`config.mk`:
```
export PLATFORM = sky130hd
export DESIGN_NAME = gain_sequence_frame_packer_core
export DESIGN_NICKNAME = d
export VERILOG_FILES = /design/src/hdl/gsfp_pkg.sv /design/src/hdl/gsfp_ram.sv /design/src/hdl/gsfp_seq.sv /design/src/hdl/gain_sequence_frame_packer_core.sv
export VERILOG_INCLUDE_DIRS = /design/src /design/src/hdl
export SDC_FILE = /design/constraint.sdc
export NUM_CORES = 2
export LEC_CHECK = 0
export BUFFER_PORTS_ARGS = -buffer_cell sky130_fd_sc_hd__buf_2
export CORE_ASPECT_RATIO = 0.8
export CORE_MARGIN = 2
export CORE_UTILIZATION = 55
export DETAILED_ROUTE_END_ITERATION = 8
export PLACE_DENSITY = 0.71
export SLEW_MARGIN = 0
export SYNTH_ARGS = -nofsm -noshare
export SYNTH_HDL_FRONTEND = slang
export SYNTH_SLANG_ARGS = --single-unit
```
`constraint.sdc`:
```
create_clock -name i_clk -period 17.6 [get_ports i_clk]
set_input_delay 4.4 -clock i_clk [delete_from_list [all_inputs] [get_ports i_clk]]
set_output_delay 4.4 -clock i_clk [all_outputs]
set_load 0.03 [all_outputs]
```
`src/hdl/gain_sequence_frame_packer_core_macros.svh`:
```
// Assertion helpers for the packer RTL, included by gsfp_seq.
// GSFP_ASSERT:      property checked at every clock edge out of reset.
// GSFP_ASSERT_NEXT: antecedent this cycle implies consequent next cycle.
`ifndef GAIN_SEQUENCE_FRAME_PACKER_CORE_MACROS_SVH
`define GAIN_SEQUENCE_FRAME_PACKER_CORE_MACROS_SVH

`define GSFP_ASSERT(lbl, clk, rstn, prop, msg) \
    lbl: assert property (@(posedge clk) disable iff (!rstn) prop) else $error(msg);

`define GSFP_ASSERT_NEXT(lbl, clk, rstn, ante, cons, msg) \
    lbl: assert property (@(posedge clk) disable iff (!rstn) (ante) |=> (cons)) else $error(msg);

`endif

```
`src/hdl/gsfp_pkg.sv`:
```
// ----------------------------------------------------------------------------
// gsfp_pkg
// Types, codes and default constants of the gain sequence frame packer.
// ----------------------------------------------------------------------------
`default_nettype none

package gsfp_pkg;

    localparam int K_NUM_TRANSDUCERS     = 249;
    localparam int K_SEGMENT_FRAMES_LOG2 = 5;
    localparam int K_FRAME_STRIDE_LOG2   = 9;

    localparam int ADDR_W  = 14;
    localparam int VALUE_W = 16;
    localparam int DATA_W  = 32;
    localparam int STEP_W  = 3;

    localparam logic [7:0]  HI_FILL     = 8'hFF;
    localparam logic [15:0] DMODE_PFULL = 16'h0002;
    localparam logic [15:0] DMODE_PHALF = 16'h0004;

    typedef enum logic [1:0] {
        OP_BEGIN = 2'd0,
        OP_GAIN  = 2'd1,
        OP_CYCLE = 2'd2
    } t_op;

    typedef enum logic [1:0] {
        GM_FULL  = 2'd0,
        GM_PFULL = 2'd1,
        GM_PHALF = 2'd2
    } t_gmode;

    typedef enum logic [1:0] {
        KIND_MEM  = 2'd0,
        KIND_PAGE = 2'd1,
        KIND_FDIV = 2'd2,
        KIND_END  = 2'd3
    } t_kind;

    typedef struct packed {
        t_op                  op;
        logic [7:0]           index;
        logic [VALUE_W-1:0]   value;
        logic [DATA_W-1:0]    divider;
        t_gmode               mode;
        logic                 is_duty;
        logic                 last;
        logic                 seq_end;
        logic                 ok;
    } t_item;

    typedef struct packed {
        t_kind                kind;
        logic [ADDR_W-1:0]    address;
        logic [DATA_W-1:0]    data;
        logic                 last_of_run;
    } t_result;

    typedef struct packed {
        logic busy;
        logic retire;
        logic emit;
    } t_seq_status;

endpackage

`default_nettype wire

```
`src/hdl/gsfp_ram.sv`:
```
// ----------------------------------------------------------------------------
// gsfp_ram
// Generic simple dual-port RAM: one write port, one read port, registered read.
// ----------------------------------------------------------------------------
`default_nettype none

module gsfp_ram #(
    parameter  int WIDTH = 16,
    parameter  int DEPTH = 256,
    localparam int AW    = (DEPTH > 1) ? $clog2(DEPTH) : 1
) (
    input  wire logic             i_clk,
    input  wire logic             i_we,
    input  wire logic [AW-1:0]    i_waddr,
    input  wire logic [WIDTH-1:0] i_wdata,
    input  wire logic             i_re,
    input  wire logic [AW-1:0]    i_raddr,
    output logic      [WIDTH-1:0] o_rdata
);

    logic [WIDTH-1:0] mem [DEPTH];

    always_ff @(posedge i_clk) begin
        if (i_we) begin
            mem[i_waddr] <= i_wdata;
        end
        // hold the last read word until the next read
        if (i_re) begin
            o_rdata <= mem[i_raddr];
        end
    end

endmodule

`default_nettype wire

```
`src/hdl/gsfp_seq.sv`:
```
// ----------------------------------------------------------------------------
// gsfp_seq
// Work stage: holds one item, owns frame count and gain mode, and emits its
// result words one per cycle while i_emit_ok is high.
// ----------------------------------------------------------------------------
`default_nettype none
`include "gain_sequence_frame_packer_core_macros.svh"

module gsfp_seq #(
    parameter int SEGMENT_FRAMES_LOG2 = gsfp_pkg::K_SEGMENT_FRAMES_LOG2,
    parameter int FRAME_STRIDE_LOG2   = gsfp_pkg::K_FRAME_STRIDE_LOG2
) (
    input  wire logic                            i_clk,
    input  wire logic                            i_rst_n,
    input  wire logic                            i_load,
    input  wire gsfp_pkg::t_item                 i_item,
    input  wire logic [gsfp_pkg::VALUE_W-1:0]    i_cycle,
    input  wire logic                            i_legacy,
    input  wire logic                            i_emit_ok,
    output gsfp_pkg::t_seq_status                o_status,
    output gsfp_pkg::t_result                    o_result
);
    import gsfp_pkg::*;

    localparam int SEG   = SEGMENT_FRAMES_LOG2;
    localparam int FS    = FRAME_STRIDE_LOG2;
    localparam int SUM_W = ((SEG + FS) > 9 ? (SEG + FS) : 9) + 1;

    logic              r_valid, n_valid;
    t_item             r_item;
    logic [STEP_W-1:0] r_step, n_step;
    logic [DATA_W-1:0] r_count, n_count;
    t_gmode            r_mode, n_mode;

    logic [STEP_W-1:0] w_nm, w_adv, w_eff_adv, w_n;
    logic              w_fk, w_oddk, w_oddf, w_pg, w_en;
    logic [DATA_W-1:0] w_sum, w_sum_m1;
    logic              w_emit, w_retire;
    t_result           w_res;

    logic [SEG-1:0]    w_slot;
    logic              w_odd;
    logic [SUM_W-1:0]  w_addr_sum;
    logic [3:0]        w_nib;

    // per-item plan: memory writes and frame advance
    always_comb begin
        w_nm   = '0;
        w_adv  = '0;
        w_fk   = 1'b0;
        w_oddk = 1'b0;
        w_oddf = 1'b0;
        if (r_item.op == OP_GAIN) begin
            case (r_mode)
                GM_PFULL: begin
                    if (i_legacy) begin
                        w_nm  = r_item.ok ? 3'd2 : 3'd0;
                        w_adv = 3'd2;
                        w_fk  = 1'b1;
                    end else if (!r_item.is_duty) begin
                        w_nm   = r_item.ok ? 3'd2 : 3'd0;
                        w_adv  = 3'd1;
                        w_oddk = 1'b1;
                    end
                end
                GM_PHALF: begin
                    if (i_legacy) begin
                        w_nm  = r_item.ok ? 3'd4 : 3'd0;
                        w_adv = 3'd4;
                        w_fk  = 1'b1;
                    end
                end
                default: begin
                    w_nm   = r_item.ok ? 3'd1 : 3'd0;
                    w_adv  = (i_legacy || r_item.is_duty) ? 3'd1 : 3'd0;
                    w_oddf = !i_legacy && r_item.is_duty;
                end
            endcase
        end
        w_eff_adv = r_item.last ? w_adv : 3'd0;
    end

    assign w_sum    = r_count + DATA_W'(w_eff_adv);
    assign w_sum_m1 = r_count + DATA_W'(w_eff_adv) - DATA_W'(1);

    assign w_pg = r_item.last && (w_sum[SEG-1:0] == '0);
    assign w_en = r_item.last && r_item.seq_end;

    always_comb begin
        case (r_item.op)
            OP_BEGIN: w_n = 3'd2;
            OP_GAIN:  w_n = w_nm + {2'b0, w_pg} + {2'b0, w_en};
            default:  w_n = 3'd0;
        endcase
    end

    // memory write address and data for step r_step
    assign w_slot     = r_count[SEG-1:0] + (w_fk ? SEG'(r_step) : SEG'(0));
    assign w_odd      = w_oddk ? r_step[0] : w_oddf;
    assign w_addr_sum = (SUM_W'(w_slot) << FS) + SUM_W'({r_item.index, w_odd});
    assign w_nib      = r_item.value[{r_step[1:0], 2'b00} +: 4];

    always_comb begin
        w_res.kind        = KIND_MEM;
        w_res.address     = '0;
        w_res.data        = '0;
        w_res.last_of_run = (r_step == w_n - 3'd1);
        if (r_item.op == OP_BEGIN) begin
            if (r_step == 3'd0) begin
                w_res.kind = KIND_PAGE;
            end else begin
                w_res.kind = KIND_FDIV;
                w_res.data = r_item.divider;
            end
        end else if (r_step < w_nm) begin
            w_res.address = w_addr_sum[ADDR_W-1:0];
            case (r_mode)
                GM_PFULL: begin
                    if (i_legacy) begin
                        w_res.data = DATA_W'({HI_FILL,
                            r_step[0] ? r_item.value[15:8] : r_item.value[7:0]});
                    end else if (r_step[0]) begin
                        w_res.data = DATA_W'(i_cycle[VALUE_W-1:1]);
                    end else begin
                        w_res.data = DATA_W'(r_item.value);
                    end
                end
                GM_PHALF: w_res.data = DATA_W'({HI_FILL, w_nib, w_nib});
                default:  w_res.data = DATA_W'(r_item.value);
            endcase
        end else if (r_step == w_nm && w_pg) begin
            w_res.kind = KIND_PAGE;
            w_res.data = w_sum >> SEG;
        end else begin
            w_res.kind = KIND_END;
            w_res.data = (w_sum == '0) ? '0 : w_sum_m1;
        end
    end

    assign w_emit   = r_valid && (w_n != 3'd0) && i_emit_ok;
    assign w_retire = r_valid && ((w_n == 3'd0) || (w_emit && w_res.last_of_run));

    always_comb begin
        n_valid = r_valid;
        n_step  = r_step;
        n_count = r_count;
        n_mode  = r_mode;
        if (w_retire) begin
            n_valid = 1'b0;
            n_step  = '0;
            if (r_item.op == OP_BEGIN) begin
                n_count = '0;
                n_mode  = r_item.mode;
            end else if (r_item.op == OP_GAIN && r_item.last) begin
                n_count = w_sum;
            end
        end else if (w_emit) begin
            n_step = r_step + 3'd1;
        end
        if (i_load) begin
            n_valid = 1'b1;
            n_step  = '0;
        end
    end

    always_ff @(posedge i_clk) begin
        if (!i_rst_n) begin
            r_valid <= 1'b0;
            r_step  <= '0;
            r_count <= '0;
            r_mode  <= GM_FULL;
        end else begin
            r_valid <= n_valid;
            r_step  <= n_step;
            r_count <= n_count;
            r_mode  <= n_mode;
        end
    end

    always_ff @(posedge i_clk) begin
        if (i_load) begin
            r_item <= i_item;
        end
    end

    assign o_status.busy   = r_valid;
    assign o_status.retire = w_retire;
    assign o_status.emit   = w_emit;
    assign o_result        = w_res;

    `GSFP_ASSERT(a_step_in_range, i_clk, i_rst_n,
        (r_valid && (w_n != 3'd0)) |-> (r_step < w_n), "step past result count")
    `GSFP_ASSERT(a_last_retires, i_clk, i_rst_n,
        (w_emit && w_res.last_of_run) |-> w_retire, "final word without retire")
    `GSFP_ASSERT_NEXT(a_begin_clears, i_clk, i_rst_n,
        w_retire && (r_item.op == OP_BEGIN), r_count == '0, "begin left count")
    `GSFP_ASSERT_NEXT(a_count_holds, i_clk, i_rst_n,
        w_retire && (r_item.op == OP_GAIN) && !r_item.last, $stable(r_count),
        "count moved without last")

endmodule

`default_nettype wire

```
`src/hdl/gain_sequence_frame_packer_core.sv`:
```
// An accepted item is registered in the work stage; its result words then pass the output register.
// Throughput: one result word per cycle while the output register can take it
// (up to 6 per item, four memory writes in phase-half legacy mode); a new item
// is accepted as the last one retires. The rate is set by the work stage feeding the output register.
// Reset: frame count 0, mode phase-duty full, legacy on; the cycle RAM is not cleared.
// ----------------------------------------------------------------------------
// gain_sequence_frame_packer_core
// Packs gain words into sequence-memory writes plus page, divider and end words.
// ----------------------------------------------------------------------------
`default_nettype none

module gain_sequence_frame_packer_core #(
    parameter int NUM_TRANSDUCERS     = gsfp_pkg::K_NUM_TRANSDUCERS,
    parameter int SEGMENT_FRAMES_LOG2 = gsfp_pkg::K_SEGMENT_FRAMES_LOG2,
    parameter int FRAME_STRIDE_LOG2   = gsfp_pkg::K_FRAME_STRIDE_LOG2
) (
    input  wire logic        i_clk,
    input  wire logic        i_rst_n,
    input  wire logic        i_cfg_we,
    input  wire logic        i_cfg_wdata,
    input  wire logic        i_in_valid,
    output logic             o_in_ready,
    input  wire logic [1:0]  i_op,
    input  wire logic [7:0]  i_index,
    input  wire logic [15:0] i_value,
    input  wire logic [31:0] i_divider,
    input  wire logic [15:0] i_data_mode,
    input  wire logic        i_is_duty,
    input  wire logic        i_last,
    input  wire logic        i_seq_end,
    output logic             o_out_valid,
    input  wire logic        i_out_ready,
    output logic [1:0]       o_kind,
    output logic [13:0]      o_address,
    output logic [31:0]      o_data,
    output logic             o_last_of_run
);
    import gsfp_pkg::*;

    localparam int CYC_AW = (NUM_TRANSDUCERS > 1) ? $clog2(NUM_TRANSDUCERS) : 1;

    logic         r_legacy;
    logic         r_o_valid;
    t_result      r_o_res;
    logic         w_accept, w_emit_ok;
    t_item        w_item;
    t_seq_status  w_status;
    t_result      w_res;
    logic [VALUE_W-1:0] w_cycle;

    always_ff @(posedge i_clk) begin
        if (!i_rst_n) begin
            r_legacy <= 1'b1;
        end else if (i_cfg_we) begin
            r_legacy <= i_cfg_wdata;
        end
    end

    always_comb begin
        w_item.op       = t_op'(i_op);
        w_item.index    = i_index;
        w_item.value    = i_value;
        w_item.divider  = i_divider;
        w_item.is_duty  = i_is_duty;
        w_item.last     = i_last;
        w_item.seq_end  = i_seq_end;
        w_item.ok       = ({1'b0, i_index} < 9'(NUM_TRANSDUCERS));
        if (i_data_mode == DMODE_PFULL) begin
            w_item.mode = GM_PFULL;
        end else if (i_data_mode == DMODE_PHALF) begin
            w_item.mode = GM_PHALF;
        end else begin
            w_item.mode = GM_FULL;
        end
    end

    assign w_emit_ok  = !r_o_valid || i_out_ready;
    assign o_in_ready = !w_status.busy || w_status.retire;
    assign w_accept   = i_in_valid && o_in_ready;

    // cycle loads write at accept; a gain word reads its entry at accept
    gsfp_ram #(
        .WIDTH (VALUE_W),
        .DEPTH (NUM_TRANSDUCERS)
    ) u_cycle_ram (
        .i_clk   (i_clk),
        .i_we    (w_accept && (w_item.op == OP_CYCLE) && w_item.ok),
        .i_waddr (i_index[CYC_AW-1:0]),
        .i_wdata (i_value),
        .i_re    (w_accept && (w_item.op == OP_GAIN) && w_item.ok),
        .i_raddr (i_index[CYC_AW-1:0]),
        .o_rdata (w_cycle)
    );

    gsfp_seq #(
        .SEGMENT_FRAMES_LOG2 (SEGMENT_FRAMES_LOG2),
        .FRAME_STRIDE_LOG2   (FRAME_STRIDE_LOG2)
    ) u_seq (
        .i_clk     (i_clk),
        .i_rst_n   (i_rst_n),
        .i_load    (w_accept),
        .i_item    (w_item),
        .i_cycle   (w_cycle),
        .i_legacy  (r_legacy),
        .i_emit_ok (w_emit_ok),
        .o_status  (w_status),
        .o_result  (w_res)
    );

    always_ff @(posedge i_clk) begin
        if (!i_rst_n) begin
            r_o_valid <= 1'b0;
        end else if (w_status.emit) begin
            r_o_valid <= 1'b1;
        end else if (i_out_ready) begin
            r_o_valid <= 1'b0;
        end
    end

    always_ff @(posedge i_clk) begin
        if (w_status.emit) begin
            r_o_res <= w_res;
        end
    end

    assign o_out_valid   = r_o_valid;
    assign o_kind        = r_o_res.kind;
    assign o_address     = r_o_res.address;
    assign o_data        = r_o_res.data;
    assign o_last_of_run = r_o_res.last_of_run;

endmodule

`default_nettype wire

```
==> results.cfg <==
[outcome]
status = finished clean

[clock_tree]
cts_resized = 0
cts.sink_count = 3903
insertion_delay_ps = 910
postCtsHoldBufs = 0
clockBufferDepth = 4
cts_root_buf = clkbuf_16
cts_tree = yes
cts_setup_buffers = 0
cts_buffers = 360
htree_levels = 5
clk_pin_slew_ps = 60

[logic_synthesis]
synth_cells = 6624
synth-async-reset-ratio_pct = 0
synth.avg_cell_area_um2 = 22.9
syn_nets = 6729
yosysUniqueCellTypes = 85
synth_edf_count = 3863
yosys_register_bits = 3903
yosysWarnings = 0
syn-cell-area_um2 = 152000
ys.flop_type = edfxtp_1
yosysSeqAreaShare_pct = 77.1

[grt]
overflow = 0
grt_pass1_vias = 72900
grt_use_total_pct = 28.5
grt_antenna_before_repair = 26
grt_max_degree = 152
grt_pass1_wl_um = 557000

[final_layout]
fin_nets = 7187
fillers = 18000
register_area_um2 = 117000
layout.cells.non_filler = 11000
drive_gt1_share_pct = 30.5
fin_util_pct = 61.9
design_area_um2 = 170000
syn_to_final_growth_pct = 12.0
multiInputGateArea_um2 = 33200

[drt]
drc = 0
viasPerCell = 6.83
vias = 75300
drtIter0Drc = 13300
wl_per_cell_um = 36.0
routed_wl_um = 397000
firstDrtPassIters = 5
drtAntennaViolNets = 0

[setup_path]
critPathRequiredTime_ps = 13200
slowest_delay_ps = 840
path_common_cell = inv_1
worstPathMaxFanout = 30
crit_slowest_cell = ha_1
setup.worst_path.end_class = primary output
cp-endpoint = o_in_ready
critPathLaunchType = flop
path_class = reg -> out
rr_startpoint = u_seq.r_mode[0]
r2r-end = u_cycle_ram.mem[194][11]
critical_path_arrival_ps = 7320
critPathLaunch = u_seq.r_mode[0]
ff2ff_setup_slack_ps = 8120
r2r_cells = 28

[worst_hold_path]
min_path_type = reg -> reg

[power]
p_per_area_nw_per_um2 = 112
vdd_drop_max_uv = 121
power.leakage_uw = 0.0527

[sta]
hold_violations = 0
layout_min_cycle_time_ps = 11720
rsz0062_at_grt = false
setup_viol = 0
period_share_pct = 66.6
max_freq_mhz = 85.4
layout_setup_ws_ps = 5880
drv_slew = 0
relSlewSlack_pct = 3.76
setup_tns_ps = 0
fin_skew_ps = 41.6
worst_pin_slew_ps = 1440

[placed_design]
dp_cells = 10400
dp_slack_ps = 6900
place_congestion = 0.919
portBuffers = 133
place_hpwl_um = 229000
placed_area_um2 = 158000

[floorplanning]
rows = 172
die_y_um = 473
dieWidth_um = 591
initial_utilization_pct = 55.2
die-area_um2 = 280000
core_area_um2 = 274000
io_pins = 134

[run]
drv_cap = 0
cells in the mapped netlist, drive strengths merged, types with 34 or more instances:
| cell type | n | area share (%) |
|---|---|---|
| a21oi | 52 | 0.17 |
| buf | 173 | 0.58 |
| clkbuf | 198 | 0.49 |
| dfxtp | 40 | 0.53 |
| edfxtp | 3863 | 77 |
| inv | 44 | 0.11 |
| mux2i | 34 | 0.22 |
| mux4 | 1167 | 17 |
| nand2 | 140 | 0.35 |
| nand3 | 74 | 0.24 |
| nor2 | 309 | 0.77 |
| nor2b | 36 | 0.15 |
| o21ai | 76 | 0.25 |
| xnor2 | 44 | 0.25 |
final cells by class:
cell class,count,area share (%)
Antenna cell,9,0.0133
Clock buffer,452,5.60
Clock inverter,189,1.17
Inverter,44,0.0973
Multi-Input combinational cell,2306,19.6
Sequential cell,3903,68.8
Tap cell,3654,2.69
Timing Repair Buffer,467,2.05
layout by cell type (no fill, tap or decap), types with 34 or more instances in the layout:
master / synthesis / final
buf_2: 132 / 114
clkbuf_16: 0 / 367
o21ai_0: 73 / 73
a21oi_1: 51 / 51
bufinv_16: 0 / 39
inv_1: 44 / 44
nand2_1: 140 / 136
clkinv_2: 0 / 53
edfxtp_1: 3863 / 3863
mux2i_1: 34 / 34
clkbuf_1: 197 / 84
nand3_1: 74 / 66
xnor2_1: 44 / 44
nor2_1: 307 / 227
dfxtp_1: 40 / 40
buf_4: 10 / 324
clkinv_1: 0 / 69
mux4_2: 1167 / 1167
nor2_2: 2 / 77
where the power goes:
| group | switching (uW) | total, uW | internal [uW] |
|---|---|---|---|
| logic | 600 | 934 | 334 |
| clock network | 3360 | 7760 | 4400 |
| registers | 14.6 | 10300 | 10200 |
flip-flops by register name, indices dropped and copies added, names as in the netlist:
| name | cells |
|---|---|
| u_seq.r_mode | 2 |
| u_seq.r_item | 64 |
| u_cycle_ram.o_rdata | 15 |
| o_address | 14 |
| u_seq.r_step | 3 |
| o_data | 32 |
| u_seq.r_valid | 1 |
| r_legacy | 1 |
| o_last_of_run | 1 |
| u_seq.r_count | 32 |
| o_out_valid | 1 |
| u_cycle_ram.mem | 3735 |
| o_kind | 2 |
cells by family after synthesis:
logic type / after synthesis / synth area share [%]
DFF: 3903 / 77.1
muxes: 1204 / 17.6
and+or+nand+nor: 710 / 2.18
buffers and inverters: 415 / 1.18
AOI/OAI and AO/OA: 300 / 1.36
xor gates and xnor gates: 70 / 0.405
adders and majority gates: 22 / 0.197
worst max-delay path: cells and delay by family (launching register included):
| family | cells | cell delay (ps) |
|---|---|---|
| buffers and inverters | 6 | 570 |
| xor gates and xnor gates | 2 | 280 |
| and+or+nand+nor | 7 | 1810 |
| DFF | 1 | 360 |
| AOI/OAI and AO/OA | 4 | 820 |
| adders and majority gates | 6 | 2560 |
per-stage QoR:
stage / power [uW] / hold slack [ps]
after global routing: 19400 / 531
after floorplan: 10900 / 460
after detailed placement: 11400 / 487
after global placement: 11400 / 479
after CTS: 19000 / 497
final: 19000 / 499
how the worst min path moves through the flow:
| stage | startpoint | endpoint | slack (ps) | depth (start not counted) |
|---|---|---|---|---|
| finish | u_seq.r_count[0] | u_seq.r_count[0] | 500 | 2 |
| floorplan | u_seq.r_count[0] | u_seq.r_count[0] | 460 | 2 |
| CTS | u_seq.r_count[2] | u_seq.r_count[2] | 500 | 2 |
| global placement | u_seq.r_count[14] | u_seq.r_count[14] | 480 | 2 |
| detailed placement | u_seq.r_count[2] | u_seq.r_count[2] | 490 | 2 |
| global route | u_seq.r_count[31] | u_seq.r_count[31] | 530 | 2 |
layer usage:
metal / vias to the layer above / GRT usage, % / routed length (um)
li1: 29100 / - / -
met1: 40100 / 42.6 / 153000
met2: 5376 / 41.3 / 178000
met3: 652 / 8.40 / 53500
met4: 18 / 7.86 / 11800
met5: - / 0 / 216
No activity file was read; power rests on OpenSTA's default activity.
